--- src/rtl/dom_pkg.sv ---
// Shared constants, result type and segment decode for the divider ohmmeter display.
// No dependencies; every other file of the block imports this package.
package dom_pkg;

    // Widths fixed by the register and the result fields
    localparam int RREF_W       = 14;
    localparam int TENTHS_W     = 17;
    localparam int SEG_W        = 7;
    localparam int LED_W        = 3;
    localparam int ADC_PORT_W   = 10;
    localparam int ADC_BITS_DEF = 10;

    // Configuration port
    localparam int PADDR_W = 3;
    localparam int PDATA_W = 32;
    localparam int REG_IDX_W = PADDR_W - 2;
    localparam logic [REG_IDX_W-1:0] REG_RREF = 1'b0;
    localparam logic [RREF_W-1:0] RREF_RESET = 14'd100;

    // LED codes, bit2 blue, bit1 green, bit0 red
    localparam logic [LED_W-1:0] LED_OFF   = 3'd0;
    localparam logic [LED_W-1:0] LED_CYAN  = 3'd6;
    localparam logic [LED_W-1:0] LED_WHITE = 3'd7;

    localparam logic [3:0] DIGIT_NINE = 4'd9;

    // One result item
    typedef struct packed {
        logic [TENTHS_W-1:0] resistance_tenths;
        logic [SEG_W-1:0]    upper_segments;
        logic [SEG_W-1:0]    lower_segments;
        logic                decimal_point;
        logic [LED_W-1:0]    led1_color;
        logic [LED_W-1:0]    led2_color;
        logic                buzzer_on;
        logic                over_range;
    } res_t;

    // Active-low seven-segment pattern, bit6 is segment a
    function automatic logic [SEG_W-1:0] seg_of(logic [3:0] d);
        logic [SEG_W-1:0] s;
        case (d)
            4'd0:    s = 7'h01;
            4'd1:    s = 7'h4F;
            4'd2:    s = 7'h12;
            4'd3:    s = 7'h06;
            4'd4:    s = 7'h4C;
            4'd5:    s = 7'h24;
            4'd6:    s = 7'h20;
            4'd7:    s = 7'h0F;
            4'd8:    s = 7'h00;
            4'd9:    s = 7'h04;
            default: s = 7'h7F;
        endcase
        return s;
    endfunction

endpackage

--- src/rtl/dom_front.sv ---
// Front end: configuration register, input handshake and product/divisor setup.
// Depends on dom_pkg.
module dom_front
    import dom_pkg::*;
#(
    parameter int ADC_BITS = ADC_BITS_DEF,
    parameter int ENT_W    = (ADC_BITS + RREF_W) + 2 * (ADC_BITS + 7)
)
(
    input  logic                  clk,
    input  logic                  rst_n,
    // configuration port
    input  logic                  psel,
    input  logic                  penable,
    input  logic                  pwrite,
    input  logic [PADDR_W-1:0]    paddr,
    input  logic [PDATA_W-1:0]    pwdata,
    output logic [PDATA_W-1:0]    prdata,
    output logic                  pready,
    // input channel
    input  logic                  in_valid,
    output logic                  in_ready,
    input  logic [ADC_PORT_W-1:0] adc_code,
    // toward the queue
    output logic                  push_valid,
    input  logic                  push_ready,
    output logic [ENT_W-1:0]      push_data
);

    localparam int NUM_W = ADC_BITS + RREF_W;
    localparam int D_W   = ADC_BITS + 7;
    localparam logic [ADC_BITS:0] FULL = {1'b1, {ADC_BITS{1'b0}}};

    logic [RREF_W-1:0] rref_reg, rref_next;
    logic              f_valid_reg, f_valid_next;
    logic [NUM_W-1:0]  num_reg, num_next;
    logic [D_W-1:0]    dvs_reg, dvs_next;
    logic [D_W-1:0]    lim_reg, lim_next;

    logic [ADC_BITS-1:0] n;
    logic [ADC_BITS:0]   d;
    logic                accept;
    logic                cfg_wr;
    logic                reg_hit;

    // Decode register access
    assign reg_hit = (paddr[PADDR_W-1:2] == REG_RREF);
    assign cfg_wr  = psel && penable && pwrite && reg_hit;
    assign pready  = 1'b1;
    assign prdata  = reg_hit ? PDATA_W'(rref_reg) : '0;

    // Accept when the stage is empty or drains into the queue
    assign push_valid = f_valid_reg;
    assign in_ready   = !f_valid_reg || push_ready;
    assign accept     = in_valid && in_ready;
    assign push_data  = {num_reg, dvs_reg, lim_reg};

    // Form n*rref, 100*(2^A-n) and 70*(2^A-n)
    assign n = ADC_BITS'(adc_code);
    assign d = FULL - {1'b0, n};

    always_comb
    begin
        rref_next    = cfg_wr ? pwdata[RREF_W-1:0] : rref_reg;
        f_valid_next = f_valid_reg;
        num_next     = num_reg;
        dvs_next     = dvs_reg;
        lim_next     = lim_reg;
        if (accept)
        begin
            f_valid_next = 1'b1;
            num_next     = NUM_W'(n) * NUM_W'(rref_reg);
            dvs_next     = D_W'(d) * D_W'(100);
            lim_next     = D_W'(d) * D_W'(70);
        end
        else if (push_ready)
        begin
            f_valid_next = 1'b0;
        end
    end

    // Hold control state
    always_ff @(posedge clk or negedge rst_n)
    begin
        if (!rst_n)
        begin
            rref_reg    <= RREF_RESET;
            f_valid_reg <= 1'b0;
        end
        else
        begin
            rref_reg    <= rref_next;
            f_valid_reg <= f_valid_next;
        end
    end

    // Hold payload
    always_ff @(posedge clk)
    begin
        num_reg <= num_next;
        dvs_reg <= dvs_next;
        lim_reg <= lim_next;
    end

endmodule

--- src/rtl/dom_queue.sv ---
// Two-entry queue between the front end and the divider back end.
// Depends on dom_pkg.
module dom_queue
    import dom_pkg::*;
#(
    parameter int W = (ADC_BITS_DEF + RREF_W) + 2 * (ADC_BITS_DEF + 7)
)
(
    input  logic         clk,
    input  logic         rst_n,
    input  logic         push_valid,
    output logic         push_ready,
    input  logic [W-1:0] push_data,
    output logic         pop_valid,
    input  logic         pop_ready,
    output logic [W-1:0] pop_data
);

    logic [W-1:0] mem_reg [2];
    logic         wr_ptr_reg, wr_ptr_next;
    logic         rd_ptr_reg, rd_ptr_next;
    logic [1:0]   cnt_reg, cnt_next;
    logic         push, pop;

    assign push_ready = (cnt_reg != 2'd2);
    assign pop_valid  = (cnt_reg != 2'd0);
    assign pop_data   = mem_reg[rd_ptr_reg];
    assign push       = push_valid && push_ready;
    assign pop        = pop_valid && pop_ready;

    // Advance pointers and fill count
    always_comb
    begin
        wr_ptr_next = push ? !wr_ptr_reg : wr_ptr_reg;
        rd_ptr_next = pop ? !rd_ptr_reg : rd_ptr_reg;
        cnt_next    = cnt_reg + 2'(push) - 2'(pop);
    end

    always_ff @(posedge clk or negedge rst_n)
    begin
        if (!rst_n)
        begin
            wr_ptr_reg <= 1'b0;
            rd_ptr_reg <= 1'b0;
            cnt_reg    <= 2'd0;
        end
        else
        begin
            wr_ptr_reg <= wr_ptr_next;
            rd_ptr_reg <= rd_ptr_next;
            cnt_reg    <= cnt_next;
        end
    end

    // Store the pushed item
    always_ff @(posedge clk)
    begin
        if (push)
        begin
            mem_reg[wr_ptr_reg] <= push_data;
        end
    end

endmodule

--- src/rtl/dom_back.sv ---
// Back end: pipelined restoring divider, digit and flag formatting, output register.
// Depends on dom_pkg.
module dom_back
    import dom_pkg::*;
#(
    parameter int ADC_BITS = ADC_BITS_DEF,
    parameter int ENT_W    = (ADC_BITS + RREF_W) + 2 * (ADC_BITS + 7)
)
(
    input  logic             clk,
    input  logic             rst_n,
    // from the queue
    input  logic             pop_valid,
    output logic             pop_ready,
    input  logic [ENT_W-1:0] pop_data,
    // result channel
    output logic             out_valid,
    input  logic             out_ready,
    output res_t             res
);

    localparam int NUM_W = ADC_BITS + RREF_W;
    localparam int D_W   = ADC_BITS + 7;

    typedef struct packed {
        logic [D_W-1:0]   rem;
        logic [NUM_W-1:0] dq;
        logic [D_W-1:0]   dvs;
        logic             low;
    } stage_t;

    // One quotient bit per stage: shift in a dividend bit, subtract if it fits
    function automatic stage_t div_step(stage_t s);
        stage_t       o;
        logic [D_W:0] sh;
        logic [D_W:0] df;
        sh = {s.rem, s.dq[NUM_W-1]};
        df = sh - {1'b0, s.dvs};
        o  = s;
        if (sh >= {1'b0, s.dvs})
        begin
            o.rem = df[D_W-1:0];
            o.dq  = {s.dq[NUM_W-2:0], 1'b1};
        end
        else
        begin
            o.rem = sh[D_W-1:0];
            o.dq  = {s.dq[NUM_W-2:0], 1'b0};
        end
        return o;
    endfunction

    stage_t st_reg   [NUM_W];
    stage_t st_next  [NUM_W];
    logic   vld_reg  [NUM_W];
    logic   vld_next [NUM_W];
    logic   out_valid_reg, out_valid_next;
    res_t   res_reg, res_next;

    logic             adv;
    stage_t           s0;
    logic [NUM_W-1:0] e_num;
    logic [D_W-1:0]   e_dvs;
    logic [D_W-1:0]   e_lim;

    logic [NUM_W-1:0] q;
    logic             rem_nz;
    logic             dp, ovr, white;
    logic [9:0]       t10;
    logic [17:0]      m10;
    logic [15:0]      m100;
    logic [6:0]       q10;
    logic [3:0]       q100;
    logic [3:0]       up, lo;

    // Stall the whole pipe while a result waits
    assign adv       = !out_valid_reg || out_ready;
    assign pop_ready = adv;
    assign out_valid = out_valid_reg;
    assign res       = res_reg;

    // Load the first stage from the queue and flag the low-ohm case
    assign {e_num, e_dvs, e_lim} = pop_data;
    always_comb
    begin
        s0.rem = '0;
        s0.dq  = e_num;
        s0.dvs = e_dvs;
        s0.low = (e_num < NUM_W'(e_lim));
    end

    // Advance the divider stages
    always_comb
    begin
        st_next[0]  = div_step(s0);
        vld_next[0] = pop_valid;
        for (int i = 1; i < NUM_W; i++)
        begin
            st_next[i]  = div_step(st_reg[i-1]);
            vld_next[i] = vld_reg[i-1];
        end
    end

    // Split the quotient into digits and range flags
    assign q      = st_reg[NUM_W-1].dq;
    assign rem_nz = |st_reg[NUM_W-1].rem;
    assign dp     = (q >= NUM_W'(100));
    assign ovr    = (q >= NUM_W'(1000));
    assign white  = (q > NUM_W'(690)) || ((q == NUM_W'(690)) && rem_nz);
    assign t10    = ovr ? 10'd0 : q[9:0];
    assign m10    = 18'(t10) * 18'd205;
    assign m100   = 16'(t10) * 16'd41;
    assign q10    = m10[17:11];
    assign q100   = m100[15:12];

    always_comb
    begin
        if (ovr)
        begin
            up = DIGIT_NINE;
            lo = DIGIT_NINE;
        end
        else if (dp)
        begin
            up = q100;
            lo = 4'(q10 - {q100, 3'b000} - 7'({q100, 1'b0}));
        end
        else
        begin
            up = q10[3:0];
            lo = 4'(t10 - 10'({q10, 3'b000}) - 10'({q10, 1'b0}));
        end
    end

    // Build the result item
    always_comb
    begin
        res_next.resistance_tenths = (|q[NUM_W-1:TENTHS_W]) ? '1 : q[TENTHS_W-1:0];
        res_next.upper_segments    = seg_of(up);
        res_next.lower_segments    = seg_of(lo);
        res_next.decimal_point     = dp;
        if (!dp)
        begin
            res_next.led1_color = LED_OFF;
        end
        else if (white)
        begin
            res_next.led1_color = LED_WHITE;
        end
        else
        begin
            res_next.led1_color = up[LED_W-1:0];
        end
        res_next.led2_color = st_reg[NUM_W-1].low ? LED_CYAN : LED_OFF;
        res_next.buzzer_on  = st_reg[NUM_W-1].low;
        res_next.over_range = ovr;
        out_valid_next      = adv ? vld_reg[NUM_W-1] : out_valid_reg;
    end

    // Hold valid bits
    always_ff @(posedge clk or negedge rst_n)
    begin
        if (!rst_n)
        begin
            for (int i = 0; i < NUM_W; i++)
            begin
                vld_reg[i] <= 1'b0;
            end
            out_valid_reg <= 1'b0;
        end
        else
        begin
            if (adv)
            begin
                for (int i = 0; i < NUM_W; i++)
                begin
                    vld_reg[i] <= vld_next[i];
                end
            end
            out_valid_reg <= out_valid_next;
        end
    end

    // Hold payload
    always_ff @(posedge clk)
    begin
        if (adv)
        begin
            for (int i = 0; i < NUM_W; i++)
            begin
                st_reg[i] <= st_next[i];
            end
            res_reg <= res_next;
        end
    end

    // A stalled result freezes the pipe
    a_stall_holds: assert property (@(posedge clk) disable iff (!rst_n)
        (out_valid_reg && !out_ready) |=> (out_valid_reg && $stable(vld_reg[NUM_W-1])))
        else $error("divider pipe moved during output stall");

    // Saturated display always shows the point
    a_ovr_dp: assert property (@(posedge clk) disable iff (!rst_n)
        (out_valid_reg && res_reg.over_range) |-> res_reg.decimal_point)
        else $error("over range without decimal point");

    // Buzzer and cyan LED agree
    a_buzz_led2: assert property (@(posedge clk) disable iff (!rst_n)
        out_valid_reg |-> (res_reg.buzzer_on == (res_reg.led2_color == LED_CYAN)))
        else $error("buzzer and LED 2 disagree");

    // LED 1 dark below 10k
    a_led1_off: assert property (@(posedge clk) disable iff (!rst_n)
        (out_valid_reg && !res_reg.decimal_point) |-> (res_reg.led1_color == LED_OFF))
        else $error("LED 1 lit below 10k");

endmodule

--- src/rtl/divider_ohmmeter_display.sv ---
// Top level of the divider ohmmeter display: front end, queue and divider back end.
// Depends on dom_pkg, dom_front, dom_queue and dom_back.
//
// Each adc_code item gives one result item: the resistance in tenths of a kilohm,
// two active-low digit patterns, the decimal point, LED colors, buzzer and over-range
// flag. The block takes one item per clock cycle while the output is not stalled.
// The restoring divider spends one pipeline stage on each of its ADC_BITS + 14
// quotient bits; a result passes the front register, the two-entry queue, these
// stages and the output register in turn. A stalled output holds the divider pipe
// while the queue and front end keep taking items until full.
// The reference resistor sits at byte address 0 of the register port.
module divider_ohmmeter_display
    import dom_pkg::*;
#(
    parameter int ADC_BITS = ADC_BITS_DEF
)
(
    input  logic                  clk,
    input  logic                  rst_n,
    input  logic                  psel,
    input  logic                  penable,
    input  logic                  pwrite,
    input  logic [PADDR_W-1:0]    paddr,
    input  logic [PDATA_W-1:0]    pwdata,
    output logic [PDATA_W-1:0]    prdata,
    output logic                  pready,
    input  logic                  in_valid,
    output logic                  in_ready,
    input  logic [ADC_PORT_W-1:0] adc_code,
    output logic                  out_valid,
    input  logic                  out_ready,
    output logic [TENTHS_W-1:0]   resistance_tenths,
    output logic [SEG_W-1:0]      upper_segments,
    output logic [SEG_W-1:0]      lower_segments,
    output logic                  decimal_point,
    output logic [LED_W-1:0]      led1_color,
    output logic [LED_W-1:0]      led2_color,
    output logic                  buzzer_on,
    output logic                  over_range
);

    localparam int ENT_W = (ADC_BITS + RREF_W) + 2 * (ADC_BITS + 7);

    logic             push_valid, push_ready;
    logic [ENT_W-1:0] push_data;
    logic             pop_valid, pop_ready;
    logic [ENT_W-1:0] pop_data;
    res_t             res;

    dom_front #(
        .ADC_BITS (ADC_BITS),
        .ENT_W    (ENT_W)
    ) u_front (
        .clk        (clk),
        .rst_n      (rst_n),
        .psel       (psel),
        .penable    (penable),
        .pwrite     (pwrite),
        .paddr      (paddr),
        .pwdata     (pwdata),
        .prdata     (prdata),
        .pready     (pready),
        .in_valid   (in_valid),
        .in_ready   (in_ready),
        .adc_code   (adc_code),
        .push_valid (push_valid),
        .push_ready (push_ready),
        .push_data  (push_data)
    );

    dom_queue #(
        .W (ENT_W)
    ) u_queue (
        .clk        (clk),
        .rst_n      (rst_n),
        .push_valid (push_valid),
        .push_ready (push_ready),
        .push_data  (push_data),
        .pop_valid  (pop_valid),
        .pop_ready  (pop_ready),
        .pop_data   (pop_data)
    );

    dom_back #(
        .ADC_BITS (ADC_BITS),
        .ENT_W    (ENT_W)
    ) u_back (
        .clk       (clk),
        .rst_n     (rst_n),
        .pop_valid (pop_valid),
        .pop_ready (pop_ready),
        .pop_data  (pop_data),
        .out_valid (out_valid),
        .out_ready (out_ready),
        .res       (res)
    );

    // Fan the result item out to its ports
    assign resistance_tenths = res.resistance_tenths;
    assign upper_segments    = res.upper_segments;
    assign lower_segments    = res.lower_segments;
    assign decimal_point     = res.decimal_point;
    assign led1_color        = res.led1_color;
    assign led2_color        = res.led2_color;
    assign buzzer_on         = res.buzzer_on;
    assign over_range        = res.over_range;

endmodule
--- config.mk ---
export PLATFORM = sky130hd
export DESIGN_NAME = divider_ohmmeter_display
export DESIGN_NICKNAME = d
export VERILOG_FILES = /design/src/rtl/dom_pkg.sv /design/src/rtl/dom_front.sv /design/src/rtl/dom_queue.sv /design/src/rtl/dom_back.sv /design/src/rtl/divider_ohmmeter_display.sv
export SDC_FILE = /design/constraint.sdc
export NUM_CORES = 2
export LEC_CHECK = 0
export BUFFER_PORTS_ARGS = -buffer_cell sky130_fd_sc_hd__buf_2
export CAP_MARGIN = 20
export CORE_ASPECT_RATIO = 0.9
export CORE_MARGIN = 3
export CORE_UTILIZATION = 60
export CTS_BUF_LIST = sky130_fd_sc_hd__clkbuf_16
export DETAILED_ROUTE_END_ITERATION = 6
export HOLD_SLACK_MARGIN = 0.15
export MAX_ROUTING_LAYER = met4
export PLACE_DENSITY_LB_ADDON = 0.1
export RECOVER_POWER = 100
export SLEW_MARGIN = 0
export SYNTH_ARGS = -nofsm -noshare
export SYNTH_HDL_FRONTEND = slang
export SYNTH_SLANG_ARGS = --single-unit
--- constraint.sdc ---
create_clock -name clk -period 50 [get_ports clk]
set_input_delay 2.5 -clock clk [delete_from_list [all_inputs] [get_ports clk]]
set_output_delay 2.5 -clock clk [all_outputs]
set_load 0.01 [all_outputs]
==> results.sh <==
export IMPL_outcome="finished with violations"
export IMPL_violations="capacitance limit, slew limit"
export IMPL_synthFlopType="edfxtp_1"
export IMPL_total_global_route_track_usage=0.211
export IMPL_power_internal_mw=4.15
export IMPL_worstSetupEndpointType="flop"
export IMPL_fp_row_count=124
export IMPL_yosys_warnings=0
export IMPL_synthCells=5576
export IMPL_die_area_um2=134000
export IMPL_place_detailed_hpwl_mm=96.0
export IMPL_detailed_route_wire_length_per_cell_um=17.8
export IMPL_totalWireLength_mm=136
export IMPL_post_layout_net_count=6544
export IMPL_final_cells=7612
export IMPL_detailedPlace_worstSlack_ns=41.42
export IMPL_grt_busiest_layer="met2"
export IMPL_insertion_delay_ns=0.79
export IMPL_worst_ep_arrival_time_ns=15.87
export IMPL_detail_route_first_pass_iterations=5
export IMPL_num_fill_cells=9131
export IMPL_timing_max_cap_violations=25
export IMPL_routed_via_density=5.55
export IMPL_groute_layer_met2_usage=0.348
export IMPL_yosys_register_bits=1595
export IMPL_vias_in_the_first_global_route=42540
export IMPL_pwr_share_seq=0.389
export IMPL_library_cell_occupying_the_most_area_in_the_post_synthesis_netlist="edfxtp_1"
export IMPL_tritoncts="done"
export IMPL_cts_buffers_inserted=158
export IMPL_criticalPathCategory="primary input to flop"
export IMPL_grt_pass1_wl_mm=221
export IMPL_layout_worst_path_cycle_share=0.312
export IMPL_initial_utilization=0.610
export IMPL_cts_resized=0
export IMPL_synthMostInstantiatedCell="edfxtp_1"
export IMPL_grtUsageMet1=0.274
export IMPL_largest_register_ffs=1352
export IMPL_timing_slew_headroom=-1.77
export IMPL_placeableCoreArea_um2=128000
export IMPL_timing_clock_skew_ns=0.0260
export IMPL_worst_max_slew_pin_slew_ns=4.15
export IMPL_final_non_filler_cell_area_um2=85500
export IMPL_yosys_area_top_type_share=0.597
export IMPL_synthArstFlopShare=0.0276
export IMPL_gpl_wtd_cong=0.859
export IMPL_synth_common_cells="edfxtp_1, inv_1, ha_1, mux2_2, a21oi_1"
export IMPL_clockPowerShare=0.189
export IMPL_cts_post_setup_buffers_inserted=0
export IMPL_drive_gt1_frac=0.0998
export IMPL_floorplan_die_width_um=386
export IMPL_synth_area_top_cells="edfxtp_1, ha_1, mux2_2, fa_1, inv_1"
export IMPL_clock_period_minus_worst_slack_ns=15.59
export IMPL_synth_enable_flop_cells=1551
export IMPL_power_net_switching_mw=2.17
export IMPL_antenna_found_initial=0
export IMPL_hold_buffers=0
export IMPL_required_ns=50.29
export IMPL_route_vias_total=42228
export IMPL_critPathLaunchType="primary input"
export IMPL_fin_setup_tns_ns=0
export IMPL_root_buffer="clkbuf_16"
export IMPL_slew_violations=1707
export IMPL_hold_ws_ns=0.408
export IMPL_use_met3=0.0284
export IMPL_cp_max_fo=83
export IMPL_die_height_um=348
export IMPL_grt_setup_unrepaired="false"
export IMPL_avgSynthCellArea_um2=14.0
export IMPL_hold_viol_final=0
export IMPL_post_route_worst_setup_slack_ns=34.41
export IMPL_report_power_total_mw=6.32
export IMPL_switching_share=0.343
export IMPL_worstHoldPathType="flop to flop"
export IMPL_clock_tree_htree_level_count=4
export IMPL_cts_buffer_depth=3
export IMPL_number_of_routed_nets_with_antenna_violations=0
export IMPL_clock_fmax_ghz=0.0642
export IMPL_remaining_drc_errors=0
export IMPL_vdd_ir_drop_worst_v=0.0000631
export IMPL_area_growth_pct=9.64
export IMPL_place_port_buffers=86
export IMPL_path_clk_slew_ns=0.06
export IMPL_power_density_nw_per_um2=73.9
export IMPL_grt_overflow_total=0
export IMPL_synth_seq_area_share=0.611
export IMPL_synth_lib_cells_used_distinct=75
export IMPL_netlist_area_um2=78000
export IMPL_area_after_dpl_um2=80500
export IMPL_drt_first_iter_violations=2516
export IMPL_finalSetupViolCount=0
export IMPL_clock_sinks=1595
export IMPL_pwr_share_comb=0.422
export IMPL_dp_cells=7319
export IMPL_maximum_number_of_pins_on_one_net_before_global_route_repair=84
export IMPL_fin_util=0.668
export IMPL_io_pins=127
export IMPL_p_leak_nw=34.6
[metal layers]
metal,wire [µm],share of wire
met4,3720,0.027
met1,60300,0.45
met3,4600,0.034
met2,66900,0.49
met5,0,0
[power groups by stage]
stage          Sequential [mW]  Clock (mW)  Combinational, mW
2_1_floorplan             2.65           0               2.15
3_3_place_gp              2.45           0               2.61
3_5_place_dp              2.46           0               2.67
4_1_cts                   2.44        1.23               2.71
5_1_grt                   2.51        1.28               2.99
6_report                  2.46        1.19               2.67
[logic make-up (layout without fill, tap and decap cells)]
logic type | count (synthesis) | after routing | synth area share
other | 2 | 21 | 0.0000962
XOR/XNOR | 328 | 328 | 0.0370
AND/OR/NAND/NOR | 1026 | 1026 | 0.0689
adder cells (fa/ha/maj) | 713 | 713 | 0.129
buffers and inverters | 763 | 1079 | 0.0382
AO/OA/AOI/OAI | 745 | 745 | 0.0586
multiplexers | 404 | 404 | 0.0573
flip-flops | 1595 | 1595 | 0.611
[cells in the final DEF (no fill, tap or decap), types with 12 or more instances in the layout]
cell / netlist / routed
edfxtp_1: 1551 / 1551
inv_1: 663 / 701
ha_1: 562 / 562
mux2_2: 341 / 271
a21oi_1: 269 / 269
nand2_1: 239 / 239
xnor2_1: 239 / 239
nor2_1: 171 / 171
clkbuf_16: 0 / 160
o21ai_0: 150 / 151
fa_1: 151 / 151
a21o_1: 107 / 107
nor3_1: 103 / 104
nand4_1: 101 / 101
clkbuf_1: 47 / 94
xor2_1: 88 / 88
nor2b_1: 74 / 74
and2_1: 79 / 73
mux2_1: 0 / 70
mux2i_1: 63 / 63
or2_2: 49 / 49
nand2b_1: 44 / 45
or3_1: 44 / 44
dfrtp_1: 41 / 41
nand3_1: 34 / 34
a31oi_1: 34 / 34
a21boi_0: 23 / 34
o21bai_1: 30 / 30
clkinv_1: 0 / 29
o21a_1: 28 / 28
buf_2: 23 / 28
nor4_1: 27 / 27
conb_1: 2 / 20
bufinv_16: 0 / 20
nand4b_1: 17 / 17
o31ai_1: 17 / 17
o211ai_1: 16 / 16
a211oi_1: 15 / 15
clkinv_2: 0 / 14
a311oi_1: 12 / 12
[critical path: stages]
cell	delay, ns
buf_2	0.07
nand2b_1	1.65
clkbuf_1	2.69
clkbuf_1	2.73
clkbuf_1	2.92
clkbuf_1	3.05
[path summary, 6_finish.rpt]
path	cells past startpoint	slack [ns]	to	from
worst max-delay path	6	34.41	u_back.st_reg[11][51]	out_ready
worst min-delay path	0	0.41	u_back.st_reg[9][98]	u_back.st_reg[9][38]
worst max register to register	5	35.93	u_back.st_reg[11][51]	u_back.out_valid
worst min register to register	0	0.41	u_back.st_reg[9][98]	u_back.st_reg[9][38]
max in group asynchronous	1	46.25	u_front.rref_reg[4]	rst_n
min in group asynchronous	1	2.43	u_back.vld_next[1]	rst_n
[area by class of cell]
cell class	instances	area (µm²)	area share
Clock buffer	160	4000	0.0468
Antenna cell	1	2.50	0.0000293
Sequential cell	1595	47700	0.557
Clock inverter	131	1330	0.0155
Timing Repair Buffer	123	500	0.00585
Multi-Input combinational cell	3236	27400	0.320
Tap cell	1701	2130	0.0249
Inverter	665	2500	0.0292
Power figures use the tool's default switching activity.
